--- src/sv/adsf_pkg.sv ---
`timescale 1ns / 1ps

package adsf_pkg;

   localparam int NAME_MAX_LEN_DEF = 29;
   localparam int SSID_MAX_LEN_DEF = 16;

   localparam int CSR_INDEX_W = 3;
   localparam int CSR_DATA_W  = 64;

   localparam logic [7:0] TYPE_UUID16_SOME   = 8'h02;
   localparam logic [7:0] TYPE_UUID16_ALL    = 8'h03;
   localparam logic [7:0] TYPE_NAME_SHORT    = 8'h08;
   localparam logic [7:0] TYPE_NAME_COMPLETE = 8'h09;
   localparam logic [7:0] TYPE_MANUFACTURER  = 8'hFF;

   localparam logic [15:0] SERVICE_UUID_RST = 16'h1820;
   localparam logic [15:0] COMPANY_ID_RST   = 16'h0059;

   typedef enum logic [CSR_INDEX_W-1:0] {
      CSR_REQUIRE_SSID    = 3'd0,
      CSR_SSID_LENGTH     = 3'd1,
      CSR_SSID_BYTES_LOW  = 3'd2,
      CSR_SSID_BYTES_HIGH = 3'd3,
      CSR_SERVICE_UUID    = 3'd4,
      CSR_COMPANY_ID      = 3'd5
   } csr_index_type;

   typedef enum logic [1:0] {
      PH_LENGTH  = 2'd0,
      PH_TYPE    = 2'd1,
      PH_PAYLOAD = 2'd2
   } phase_type;

   typedef struct packed {
      logic        require_ssid;
      logic [4:0]  ssid_length;
      logic [63:0] ssid_bytes_low;
      logic [63:0] ssid_bytes_high;
      logic [15:0] service_uuid;
      logic [15:0] company_id;
   } cfg_type;

   function automatic logic is_uuid_list(input logic [7:0] t);
      return (t == TYPE_UUID16_SOME) || (t == TYPE_UUID16_ALL);
   endfunction

   function automatic logic is_name(input logic [7:0] t);
      return (t == TYPE_NAME_SHORT) || (t == TYPE_NAME_COMPLETE);
   endfunction

endpackage

--- src/sv/adsf_req_if.sv ---
`timescale 1ns / 1ps

interface adsf_req_if;
   logic       valid;
   logic       ready;
   logic [7:0] ad_byte;
   logic       last_byte;

   modport source (output valid, output ad_byte, output last_byte, input ready);
   modport sink (input valid, input ad_byte, input last_byte, output ready);
endinterface

--- src/sv/adsf_rsp_if.sv ---
`timescale 1ns / 1ps

interface adsf_rsp_if;
   logic       valid;
   logic       ready;
   logic       name_valid;
   logic [7:0] name_byte;
   logic       report_done;
   logic       service_match;

   modport source (output valid, output name_valid, output name_byte,
                   output report_done, output service_match, input ready);
   modport sink (input valid, input name_valid, input name_byte,
                 input report_done, input service_match, output ready);
endinterface

--- src/sv/advertising_data_service_filter_top.sv ---
`timescale 1ns / 1ps

// Advertising data filter.
// The req channel carries one advertising data byte per word, with
// last_byte marking the final byte of a report. The rsp channel returns
// exactly one word per accepted req word: name_valid/name_byte pass out
// the bytes of a name structure that fits, and on the word for the last
// byte report_done is set with service_match telling whether the device
// qualifies (service UUID seen, and the SSID manufacturer structure seen
// when require_ssid is set).
// The result word is registered the cycle after its byte is accepted.
// Throughput is one byte per cycle while the receiver takes each result,
// bounded by the update of the parse state from each byte.
// When the receiver stalls, the result stays in the output register and
// req stays ready only if that result is taken in the same cycle.
// Synchronous reset clears the parse state and the output valid flag and
// loads the csr defaults; csr writes take effect at once, so they belong
// in idle periods with no word in flight.
module advertising_data_service_filter_top
   import adsf_pkg::*;
#(
   parameter int NAME_MAX_LEN = NAME_MAX_LEN_DEF,
   parameter int SSID_MAX_LEN = SSID_MAX_LEN_DEF
) (
   input  logic                   clock,
   input  logic                   reset,
   adsf_req_if.sink               req_chan,
   adsf_rsp_if.source             rsp_chan,
   input  logic                   csr_we,
   input  logic [CSR_INDEX_W-1:0] csr_index,
   input  logic [CSR_DATA_W-1:0]  csr_wdata
);

   cfg_type cfg;

   adsf_csr u_csr (
      .clock (clock),
      .reset (reset),
      .we    (csr_we),
      .index (csr_index),
      .wdata (csr_wdata),
      .cfg   (cfg)
   );

   adsf_parser #(
      .NAME_MAX_LEN (NAME_MAX_LEN),
      .SSID_MAX_LEN (SSID_MAX_LEN)
   ) u_parser (
      .clock             (clock),
      .reset             (reset),
      .cfg               (cfg),
      .in_valid          (req_chan.valid),
      .in_ready          (req_chan.ready),
      .in_ad_byte        (req_chan.ad_byte),
      .in_last_byte      (req_chan.last_byte),
      .out_valid         (rsp_chan.valid),
      .out_ready         (rsp_chan.ready),
      .out_name_valid    (rsp_chan.name_valid),
      .out_name_byte     (rsp_chan.name_byte),
      .out_report_done   (rsp_chan.report_done),
      .out_service_match (rsp_chan.service_match)
   );

endmodule

--- src/sv/adsf_csr.sv ---
`timescale 1ns / 1ps

module adsf_csr
   import adsf_pkg::*;
(
   input  logic                   clock,
   input  logic                   reset,
   input  logic                   we,
   input  logic [CSR_INDEX_W-1:0] index,
   input  logic [CSR_DATA_W-1:0]  wdata,
   output cfg_type                cfg
);

   cfg_type cfg_ff;

   always_ff @(posedge clock) begin
      if (reset) begin
         cfg_ff.require_ssid    <= 1'b0;
         cfg_ff.ssid_length     <= 5'd0;
         cfg_ff.ssid_bytes_low  <= 64'd0;
         cfg_ff.ssid_bytes_high <= 64'd0;
         cfg_ff.service_uuid    <= SERVICE_UUID_RST;
         cfg_ff.company_id      <= COMPANY_ID_RST;
      end else if (we) begin
         case (csr_index_type'(index))
            CSR_REQUIRE_SSID:    cfg_ff.require_ssid    <= wdata[0];
            CSR_SSID_LENGTH:     cfg_ff.ssid_length     <= wdata[4:0];
            CSR_SSID_BYTES_LOW:  cfg_ff.ssid_bytes_low  <= wdata;
            CSR_SSID_BYTES_HIGH: cfg_ff.ssid_bytes_high <= wdata;
            CSR_SERVICE_UUID:    cfg_ff.service_uuid    <= wdata[15:0];
            CSR_COMPANY_ID:      cfg_ff.company_id      <= wdata[15:0];
            default: begin
            end
         endcase
      end
   end

   assign cfg = cfg_ff;

endmodule

--- src/sv/adsf_parser.sv ---
`timescale 1ns / 1ps

module adsf_parser
   import adsf_pkg::*;
#(
   parameter int NAME_MAX_LEN = NAME_MAX_LEN_DEF,
   parameter int SSID_MAX_LEN = SSID_MAX_LEN_DEF
) (
   input  logic       clock,
   input  logic       reset,
   input  cfg_type    cfg,
   input  logic       in_valid,
   output logic       in_ready,
   input  logic [7:0] in_ad_byte,
   input  logic       in_last_byte,
   output logic       out_valid,
   input  logic       out_ready,
   output logic       out_name_valid,
   output logic [7:0] out_name_byte,
   output logic       out_report_done,
   output logic       out_service_match
);

   phase_type  phase_ff, phase_in;
   logic [7:0] len_ff, len_in;
   logic [7:0] type_ff, type_in;
   logic [7:0] pos_ff, pos_in;
   logic [7:0] pend_ff, pend_in;
   logic       svc_ff, svc_in;
   logic       ssid_ff, ssid_in;
   logic       eq_ff, eq_in;
   logic       copy_ff, copy_in;

   logic       out_valid_ff;
   logic       name_valid_ff;
   logic [7:0] name_byte_ff;
   logic       done_ff;
   logic       match_ff;

   logic       accept;
   logic       finish;
   logic       nvalid;
   logic       match;
   logic [4:0] ssid_n;
   logic [7:0] pos_m2;
   logic       byte_ok;
   logic [15:0][7:0] ssid_bytes;

   assign in_ready   = !out_valid_ff || out_ready;
   assign accept     = in_valid && in_ready;
   assign ssid_bytes = {cfg.ssid_bytes_high, cfg.ssid_bytes_low};
   assign ssid_n     = (cfg.ssid_length > 5'(SSID_MAX_LEN)) ? 5'(SSID_MAX_LEN)
                                                           : cfg.ssid_length;
   assign pos_m2     = pos_ff - 8'd2;

   always_comb begin
      phase_in = phase_ff;
      len_in   = len_ff;
      type_in  = type_ff;
      pos_in   = pos_ff;
      pend_in  = pend_ff;
      svc_in   = svc_ff;
      ssid_in  = ssid_ff;
      eq_in    = eq_ff;
      copy_in  = copy_ff;
      finish   = 1'b0;
      nvalid   = 1'b0;
      match    = 1'b0;
      byte_ok  = 1'b0;

      case (phase_ff)
         PH_TYPE: begin
            type_in = in_ad_byte;
            pos_in  = 8'd0;
            pend_in = 8'd0;
            eq_in   = (in_ad_byte == TYPE_MANUFACTURER);
            copy_in = is_name(in_ad_byte) && ((len_ff - 8'd1) <= 8'(NAME_MAX_LEN));
            if (len_ff == 8'd1) begin
               finish = 1'b1;
            end else begin
               phase_in = PH_PAYLOAD;
            end
         end
         PH_PAYLOAD: begin
            if (is_uuid_list(type_ff)) begin
               if (!pos_ff[0]) begin
                  pend_in = in_ad_byte;
               end else if ({in_ad_byte, pend_ff} == cfg.service_uuid) begin
                  eq_in = 1'b1;
               end
            end else if (type_ff == TYPE_MANUFACTURER) begin
               if (pos_ff == 8'd0) begin
                  byte_ok = (in_ad_byte == cfg.company_id[7:0]);
               end else if (pos_ff == 8'd1) begin
                  byte_ok = (in_ad_byte == cfg.company_id[15:8]);
               end else if (pos_m2 < {3'd0, ssid_n}) begin
                  byte_ok = (in_ad_byte == ssid_bytes[pos_m2[3:0]]);
               end
               if (!byte_ok) begin
                  eq_in = 1'b0;
               end
            end else if (copy_ff) begin
               nvalid = 1'b1;
            end
            pos_in = pos_ff + 8'd1;
            if (({1'b0, pos_ff} + 9'd1) == ({1'b0, len_ff} - 9'd1)) begin
               finish = 1'b1;
            end
         end
         default: begin
            if (in_ad_byte != 8'd0) begin
               len_in   = in_ad_byte;
               phase_in = PH_TYPE;
            end else begin
               phase_in = PH_LENGTH;
            end
         end
      endcase

      if (finish) begin
         if (is_uuid_list(type_in) && eq_in) begin
            svc_in = 1'b1;
         end
         if ((type_in == TYPE_MANUFACTURER) && eq_in &&
             ((len_ff - 8'd1) == ({3'd0, ssid_n} + 8'd2))) begin
            ssid_in = 1'b1;
         end
         phase_in = PH_LENGTH;
         eq_in    = 1'b0;
         copy_in  = 1'b0;
      end

      if (in_last_byte) begin
         match    = svc_in && (ssid_in || !cfg.require_ssid);
         phase_in = PH_LENGTH;
         len_in   = 8'd0;
         type_in  = 8'd0;
         pos_in   = 8'd0;
         pend_in  = 8'd0;
         eq_in    = 1'b0;
         copy_in  = 1'b0;
         svc_in   = 1'b0;
         ssid_in  = 1'b0;
      end
   end

   always_ff @(posedge clock) begin
      if (reset) begin
         phase_ff <= PH_LENGTH;
         len_ff   <= 8'd0;
         type_ff  <= 8'd0;
         pos_ff   <= 8'd0;
         pend_ff  <= 8'd0;
         svc_ff   <= 1'b0;
         ssid_ff  <= 1'b0;
         eq_ff    <= 1'b0;
         copy_ff  <= 1'b0;
      end else if (accept) begin
         phase_ff <= phase_in;
         len_ff   <= len_in;
         type_ff  <= type_in;
         pos_ff   <= pos_in;
         pend_ff  <= pend_in;
         svc_ff   <= svc_in;
         ssid_ff  <= ssid_in;
         eq_ff    <= eq_in;
         copy_ff  <= copy_in;
      end
   end

   always_ff @(posedge clock) begin
      if (reset) begin
         out_valid_ff <= 1'b0;
      end else if (in_ready) begin
         out_valid_ff <= in_valid;
      end
   end

   always_ff @(posedge clock) begin
      if (accept) begin
         name_valid_ff <= nvalid;
         name_byte_ff  <= nvalid ? in_ad_byte : 8'd0;
         done_ff       <= in_last_byte;
         match_ff      <= match;
      end
   end

   assign out_valid         = out_valid_ff;
   assign out_name_valid    = name_valid_ff;
   assign out_name_byte     = name_byte_ff;
   assign out_report_done   = done_ff;
   assign out_service_match = match_ff;

   // every accepted word shows up as a result in the next cycle
   assert property (@(posedge clock) disable iff (reset) accept |=> out_valid_ff)
      else $error("accepted word produced no result");

   // end of report clears all parse and report state
   assert property (@(posedge clock) disable iff (reset)
      (accept && in_last_byte) |=>
         (phase_ff == PH_LENGTH) && !svc_ff && !ssid_ff && !eq_ff && !copy_ff)
      else $error("parse state not cleared after last byte");

   // match flag only rides on the final result of a report
   assert property (@(posedge clock) disable iff (reset)
      (out_valid_ff && !done_ff) |-> !match_ff)
      else $error("service match outside report end");

   // name bytes never come out of a structure that was not a name structure
   assert property (@(posedge clock) disable iff (reset)
      (accept && nvalid) |-> (phase_ff == PH_PAYLOAD) && is_name(type_ff))
      else $error("name byte outside a name structure");

endmodule
--- src/flat_wrapper.sv ---
// flat-port wrapper written by rule: the top's interface ports become plain ports
module advertising_data_service_filter_top_flat import adsf_pkg::*;
#(
   parameter int NAME_MAX_LEN = NAME_MAX_LEN_DEF,
   parameter int SSID_MAX_LEN = SSID_MAX_LEN_DEF
)
  (clock, reset, csr_we, csr_index, csr_wdata, req_chan_valid, req_chan_ad_byte, req_chan_last_byte, req_chan_ready, rsp_chan_valid, rsp_chan_name_valid, rsp_chan_name_byte, rsp_chan_report_done, rsp_chan_service_match, rsp_chan_ready);
  adsf_req_if req_chan_i ();
  adsf_rsp_if rsp_chan_i ();
  input  logic clock;
  input  logic reset;
  input  logic csr_we;
  input  logic [CSR_INDEX_W-1:0] csr_index;
  input  logic [CSR_DATA_W-1:0] csr_wdata;
  input wire logic [$bits(req_chan_i.valid)-1:0] req_chan_valid;
  input wire logic [$bits(req_chan_i.ad_byte)-1:0] req_chan_ad_byte;
  input wire logic [$bits(req_chan_i.last_byte)-1:0] req_chan_last_byte;
  output wire logic [$bits(req_chan_i.ready)-1:0] req_chan_ready;
  output wire logic [$bits(rsp_chan_i.valid)-1:0] rsp_chan_valid;
  output wire logic [$bits(rsp_chan_i.name_valid)-1:0] rsp_chan_name_valid;
  output wire logic [$bits(rsp_chan_i.name_byte)-1:0] rsp_chan_name_byte;
  output wire logic [$bits(rsp_chan_i.report_done)-1:0] rsp_chan_report_done;
  output wire logic [$bits(rsp_chan_i.service_match)-1:0] rsp_chan_service_match;
  input wire logic [$bits(rsp_chan_i.ready)-1:0] rsp_chan_ready;
  assign req_chan_i.valid = req_chan_valid;
  assign req_chan_i.ad_byte = req_chan_ad_byte;
  assign req_chan_i.last_byte = req_chan_last_byte;
  assign req_chan_ready = req_chan_i.ready;
  assign rsp_chan_valid = rsp_chan_i.valid;
  assign rsp_chan_name_valid = rsp_chan_i.name_valid;
  assign rsp_chan_name_byte = rsp_chan_i.name_byte;
  assign rsp_chan_report_done = rsp_chan_i.report_done;
  assign rsp_chan_service_match = rsp_chan_i.service_match;
  assign rsp_chan_i.ready = rsp_chan_ready;
  advertising_data_service_filter_top #(.NAME_MAX_LEN(NAME_MAX_LEN), .SSID_MAX_LEN(SSID_MAX_LEN)) u_core (.clock(clock), .reset(reset), .req_chan(req_chan_i), .rsp_chan(rsp_chan_i), .csr_we(csr_we), .csr_index(csr_index), .csr_wdata(csr_wdata));
endmodule
--- config.mk ---
export PLATFORM = sky130hd
export DESIGN_NAME = advertising_data_service_filter_top_flat
export DESIGN_NICKNAME = d
export VERILOG_FILES = /design/src/sv/adsf_pkg.sv /design/src/sv/adsf_req_if.sv /design/src/sv/adsf_rsp_if.sv /design/src/sv/advertising_data_service_filter_top.sv /design/src/sv/adsf_csr.sv /design/src/sv/adsf_parser.sv /design/src/flat_wrapper.sv
export SDC_FILE = /design/constraint.sdc
export NUM_CORES = 1
export LEC_CHECK = 0
export BUFFER_PORTS_ARGS = -buffer_cell sky130_fd_sc_hd__buf_4
export CORE_MARGIN = 2
export CORE_UTILIZATION = 50
export CTS_BUF_LIST = sky130_fd_sc_hd__clkbuf_16
export DETAILED_ROUTE_END_ITERATION = 6
export PLACE_DENSITY_LB_ADDON = 0.05
export RECOVER_POWER = 25
export SYNTH_ARGS = -nofsm -noshare
export SYNTH_HDL_FRONTEND = slang
export SYNTH_SLANG_ARGS = --single-unit
--- constraint.sdc ---
create_clock -name clock -period 8.95 [get_ports clock]
set_clock_uncertainty 0.1 [all_clocks]
set_input_delay 1.79 -clock clock [delete_from_list [all_inputs] [get_ports clock]]
set_output_delay 1.79 -clock clock [all_outputs]
set_load 0.01 [all_outputs]
# After elaboration in Yosys (flattened, before gate mapping)
# Cells that the tools add are included.
# op_classes
reduce_logical	31
n_div	0
addsub	6
order_cmp	4
shifts	0
mul	0
muxes	49
n_eq_ne	29
bitwise_logic	0
# op_table
operator	n
8-bit 2-to-1 mux	10
8-bit binary-select mux with 4-bit select	1
8-bit by 2-bit equality test with 1-bit output (second input constant)	4
8-bit case mux with 2 select lines	2
1-bit 2-to-1 mux	29
8-bit equality test	3
8-bit equality test (second input constant)	3
16-bit equality test	1
8-bit by 1-bit equality test with 1-bit output (second input constant)	2
8-bit by 4-bit equality test with 1-bit output (second input constant)	2
2-bit AND reduction	8
8-bit by 1-bit adder with 9-bit output (second input constant)	1
9-bit equality test	1
3-bit != test (second input constant)	3
8-bit by 1-bit subtractor with 9-bit output (second input constant)	1
8-bit by 1-bit adder with 8-bit output (second input constant)	1
8-bit by 6-bit equality test with 1-bit output	1
8-bit by 5-bit <= comparator with 1-bit output (second input constant)	1
8-bit logical NOT	1
8-bit by 5-bit less-than comparator with 1-bit output	1
8-bit nonzero test	1
8-bit by 1-bit subtractor with 8-bit output (second input constant)	1
8-bit by 2-bit subtractor with 8-bit output (second input constant)	1
5-bit by 2-bit adder with 6-bit output (second input constant)	1
other kinds (22)	39
# word_totals
out_inout_bits	13
rom_bits	0
memories	0
latch_bits	0
reg_bits	216
wordCells	139
mem_bits_rw	0

# Longest topological paths before layout
# depth
ltp_word	20
ltp_mapped	14
depth_no_buf	12

# Hierarchy
# From an unflattened synthesis, not the netlist that was laid out.
# hier_totals
cells_unflattened	1143
hier_area_um2	11454.7
# by_module_without_submodules
module	instances	area_each_um2	cells_each	seq_area_each_um2
adsf_csr	1	6794.0	627	3323.2
adsf_parser	1	4660.7	516	1111.1

# Worst setup path before layout
# Ideal clock, no wire load.
# synth_timing
path_kind	input to output
startpoint	input rsp_chan_ready
endpoint	output req_chan_ready
required_time_ns	7.060
setup_slack_ns	5.087
cell_stages	1
arrival_time_ns	1.973
path_buffers	0
path_cell_list	nand2b_1
# synth_between
elab_chain_len	1
# synth_lines
item	line_no	rtl
start, declared	flat_wrapper.sv:24	input wire logic [$bits(rsp_chan_i.ready)-1:0] rsp_chan_ready;
1-bit logical OR	adsf_parser.sv:49	assign in_ready = !out_valid_ff || out_ready;
end, declared	flat_wrapper.sv:18	output wire logic [$bits(req_chan_i.ready)-1:0] req_chan_ready;
# Every way passes these cells.

# Worst setup path in the final report
# Same ends and word-level chain as after synthesis.

==> impl_metrics.json <==
{
  "outcome": "finished clean",
  "synth_area_leader_cell": "dfxtp_1",
  "die_area_um2": 22100,
  "slew_viol_final": 0,
  "io_pins": 94,
  "powerDensity_nw_per_um2": 177,
  "cp-start-kind": "input pin",
  "ys_seq_area_frac": 0.423,
  "antenna_found_initial": 2,
  "endpoint_kind": "output pin",
  "ir_worst_vdd_mv": 0.128,
  "die_h_um": 149,
  "synth-edff-count": 11,
  "sequentialPowerShare": 0.481,
  "period_needed_ns": 4.09,
  "async_flop_share": 0,
  "maxCapViolCount": 0,
  "clkTransAtPathRegs_ns": 0.06,
  "synth_nets": 1344,
  "fmax_mhz": 244,
  "use_met2": 0.431,
  "port_buffers": 93,
  "netlist_instances": 1247,
  "ys.flop_type": "dfxtp_1",
  "synth_top_area_share": 0.392,
  "start_util": 0.513,
  "grt.overflow.total": 0,
  "cts_hold_buf": 0,
  "min-delay-path-class": "reg -> reg",
  "worst_slew_pin_slew_ns": 0.960,
  "critPathKind": "in -> out",
  "row_count": 52,
  "vias": 8932,
  "cts-htree-levels": 1,
  "avgSynthCellArea_um2": 8.40,
  "chipWidth_um": 149,
  "dpl.hpwl_mm": 18.7,
  "syn2layout_area_growth_pct": 12.7,
  "slew_headroom": 0.360,
  "avgRoutedWirePerCell_um": 18.1,
  "syn_area_um2": 10500,
  "hold_viol": 0,
  "core_area_um2": 20400,
  "drc": 0,
  "drive_above_1_share": 0.120,
  "power_switching_share": 0.245,
  "crit_fanout": 3,
  "drtAntennaViolNets": 0,
  "grtUsageMet1": 0.347,
  "grt_max_degree": 122,
  "leakage_uw": 0.00419,
  "cts_root_buf": "clkbuf_16",
  "grt_pass1_wl_mm": 45.6,
  "cts_buffers": 24,
  "totalWireLength_mm": 28.4,
  "clk_latency_ns": 0.52,
  "ys_warn_count": 0,
  "max-clock-path-buffers": 3,
  "ys_ff_latch": 216,
  "arrival_ns": 2.20,
  "yosysUniqueCellTypes": 76,
  "stdcell_area_um2": 11800,
  "p_int_uw": 1580,
  "finalSetupTns_ns": 0,
  "dpl-instance-area_um2": 11100,
  "finalSetupViolCount": 0,
  "dr.pass1.iters": 5,
  "p_clk_frac": 0.434,
  "cts_tree": "built",
  "cts_setup_buffers": 0,
  "netlist_top_cells_area": "dfxtp_1 (39%), nand2_1 (13%), a21oi_1 (8.3%), mux4_2 (4.1%), xnor2_1 (4.0%)",
  "vias_per_cell": 5.68,
  "cts_sinks": 216,
  "p_comb_frac": 0.085,
  "track_usage": 0.257,
  "final_nets": 1379,
  "crit_required_ns": 7.06,
  "gr-max-usage-layer": "met2",
  "grt_pass1_vias": 8479,
  "grt_use_met3": 0.0330,
  "place_congestion": 0.862,
  "post_cts_resized": 0,
  "p_sw_uw": 511,
  "rrSetupSlack_ns": 4.97,
  "rsz0062_at_grt": "no",
  "period_share": 0.457,
  "drt_iter0_markers": 622
}
==> registers in the layout, summed over array words and instances, names as in the netlist <==
name	count
u_core.u_parser.svc_ff	1
u_core.u_parser.eq_ff	1
u_core.u_parser.pend_ff	8
u_core.u_parser.out_valid	1
u_core.u_parser.ssid_ff	1
u_core.u_parser.out_service_match	1
u_core.u_parser.out_report_done	1
u_core.u_parser.out_name_byte	8
u_core.u_csr.cfg	166
u_core.u_parser.len_ff	8
u_core.u_parser.copy_ff	1
u_core.u_parser.pos_ff	8
u_core.u_parser.type_ff	8
u_core.u_parser.phase_ff	2
u_core.u_parser.out_name_valid	1
==> worst paths after layout <==
kind / depth (start not counted) / end / from
min reg2reg: 2 / u_core.u_csr.cfg[91] / u_core.u_csr.cfg[91]
max reg2reg: 11 / u_core.u_parser.out_service_match / u_core.u_parser.pos_ff[1]
min: 2 / u_core.u_csr.cfg[91] / u_core.u_csr.cfg[91]
max: 3 / req_chan_ready / rsp_chan_ready
==> final cells by class <==
class | count | area, um^2
Inverter | 19 | 71.3
Sequential cell | 216 | 4440
Timing Repair Buffer | 101 | 706
Antenna cell | 2 | 5.00
Multi-Input combinational cell | 920 | 5530
Tap cell | 270 | 338
Clock buffer | 26 | 651
Fill cell | 1963 | 8620
Clock inverter | 18 | 73.8
==> layer usage <==
layer	up-vias	wire [um]
met4	0	813
met2	249	13500
li1	4355	-
met3	55	1340
met1	4273	12800
met5	-	0
==> cell usage after synthesis (all sizes together), types with 6 or more instances <==
| library cell | n |
|---|---|
| clkbuf | 70 |
| xor2 | 14 |
| edfxtp | 11 |
| or3 | 6 |
| a21oi | 174 |
| nor4 | 8 |
| xnor2 | 51 |
| ha | 16 |
| inv | 18 |
| buf | 21 |
| nor2b | 7 |
| a221oi | 7 |
| nand3 | 42 |
| o21ai | 21 |
| nand2 | 351 |
| nor3 | 17 |
| and2 | 15 |
| mux2i | 22 |
| a22oi | 18 |
| a31oi | 8 |
| nor2 | 49 |
| and3 | 7 |
| mux4 | 28 |
| nand4 | 14 |
| dfxtp | 205 |
==> kinds of logic (layout without fill, tap and decap cells) <==
family	after synthesis	count (layout)	share of synthesized area
buf+inv	111	164	0.0500
flops	216	216	0.423
other cells	0	2	0
mux	50	50	0.0844
simple gates	532	532	0.221
fa+ha+maj	16	16	0.0191
xor+xnor	65	65	0.0576
compound gates	257	257	0.144
==> power groups by stage <==
stage / combinational [uW] / sequential [uW] / clock (uW)
after floorplan: 107 / 1020 / 0
after global placement: 178 / 1020 / 0
after detailed placement: 179 / 1030 / 0
after CTS: 180 / 1000 / 925
after global routing: 194 / 1010 / 965
final: 177 / 1000 / 907
==> metrics by stage <==
| stage | power [uW] | setup WS [ns] | instances | util | hold slack (ns) |
|---|---|---|---|---|---|
| final | 2090 | 4.86 | 1572 | 0.578 | 0.352 |
| after global routing | 2170 | 4.71 | 1572 | 0.578 | 0.363 |
| after CTS | 2110 | 4.85 | 1570 | 0.581 | 0.351 |
| after detailed placement | 1200 | 4.83 | 1526 | 0.545 | 0.343 |
| after global placement | 1200 | 4.84 | 1526 | 0.545 | 0.337 |
| after floorplan | 1130 | 5.09 | 1247 | - | 0.332 |
==> worst max-delay path, cell delays in order <==
cell	delay, ns
buf_4	0.10
nand2b_1	0.16
buf_4	0.15
==> layout by cell type, fill, tap and decap left out, drive strengths merged, types with 7 or more instances in the layout <==
cell,netlist,layout
clkinv,1,13
dfxtp,205,205
edfxtp,11,11
ha,16,16
a22oi,18,18
mux4,28,28
nor4,8,8
nor2,49,49
inv,18,24
xor2,14,14
nor2b,7,7
and3,7,7
a221oi,7,7
buf,21,86
o21ai,21,21
nand2,351,351
nand3,42,42
xnor2,51,51
a31oi,8,8
clkbuf,70,41
and2,15,15
nor3,17,17
a21oi,174,174
nand4,14,14
mux2i,22,22
Power figures use the tool's default switching activity.
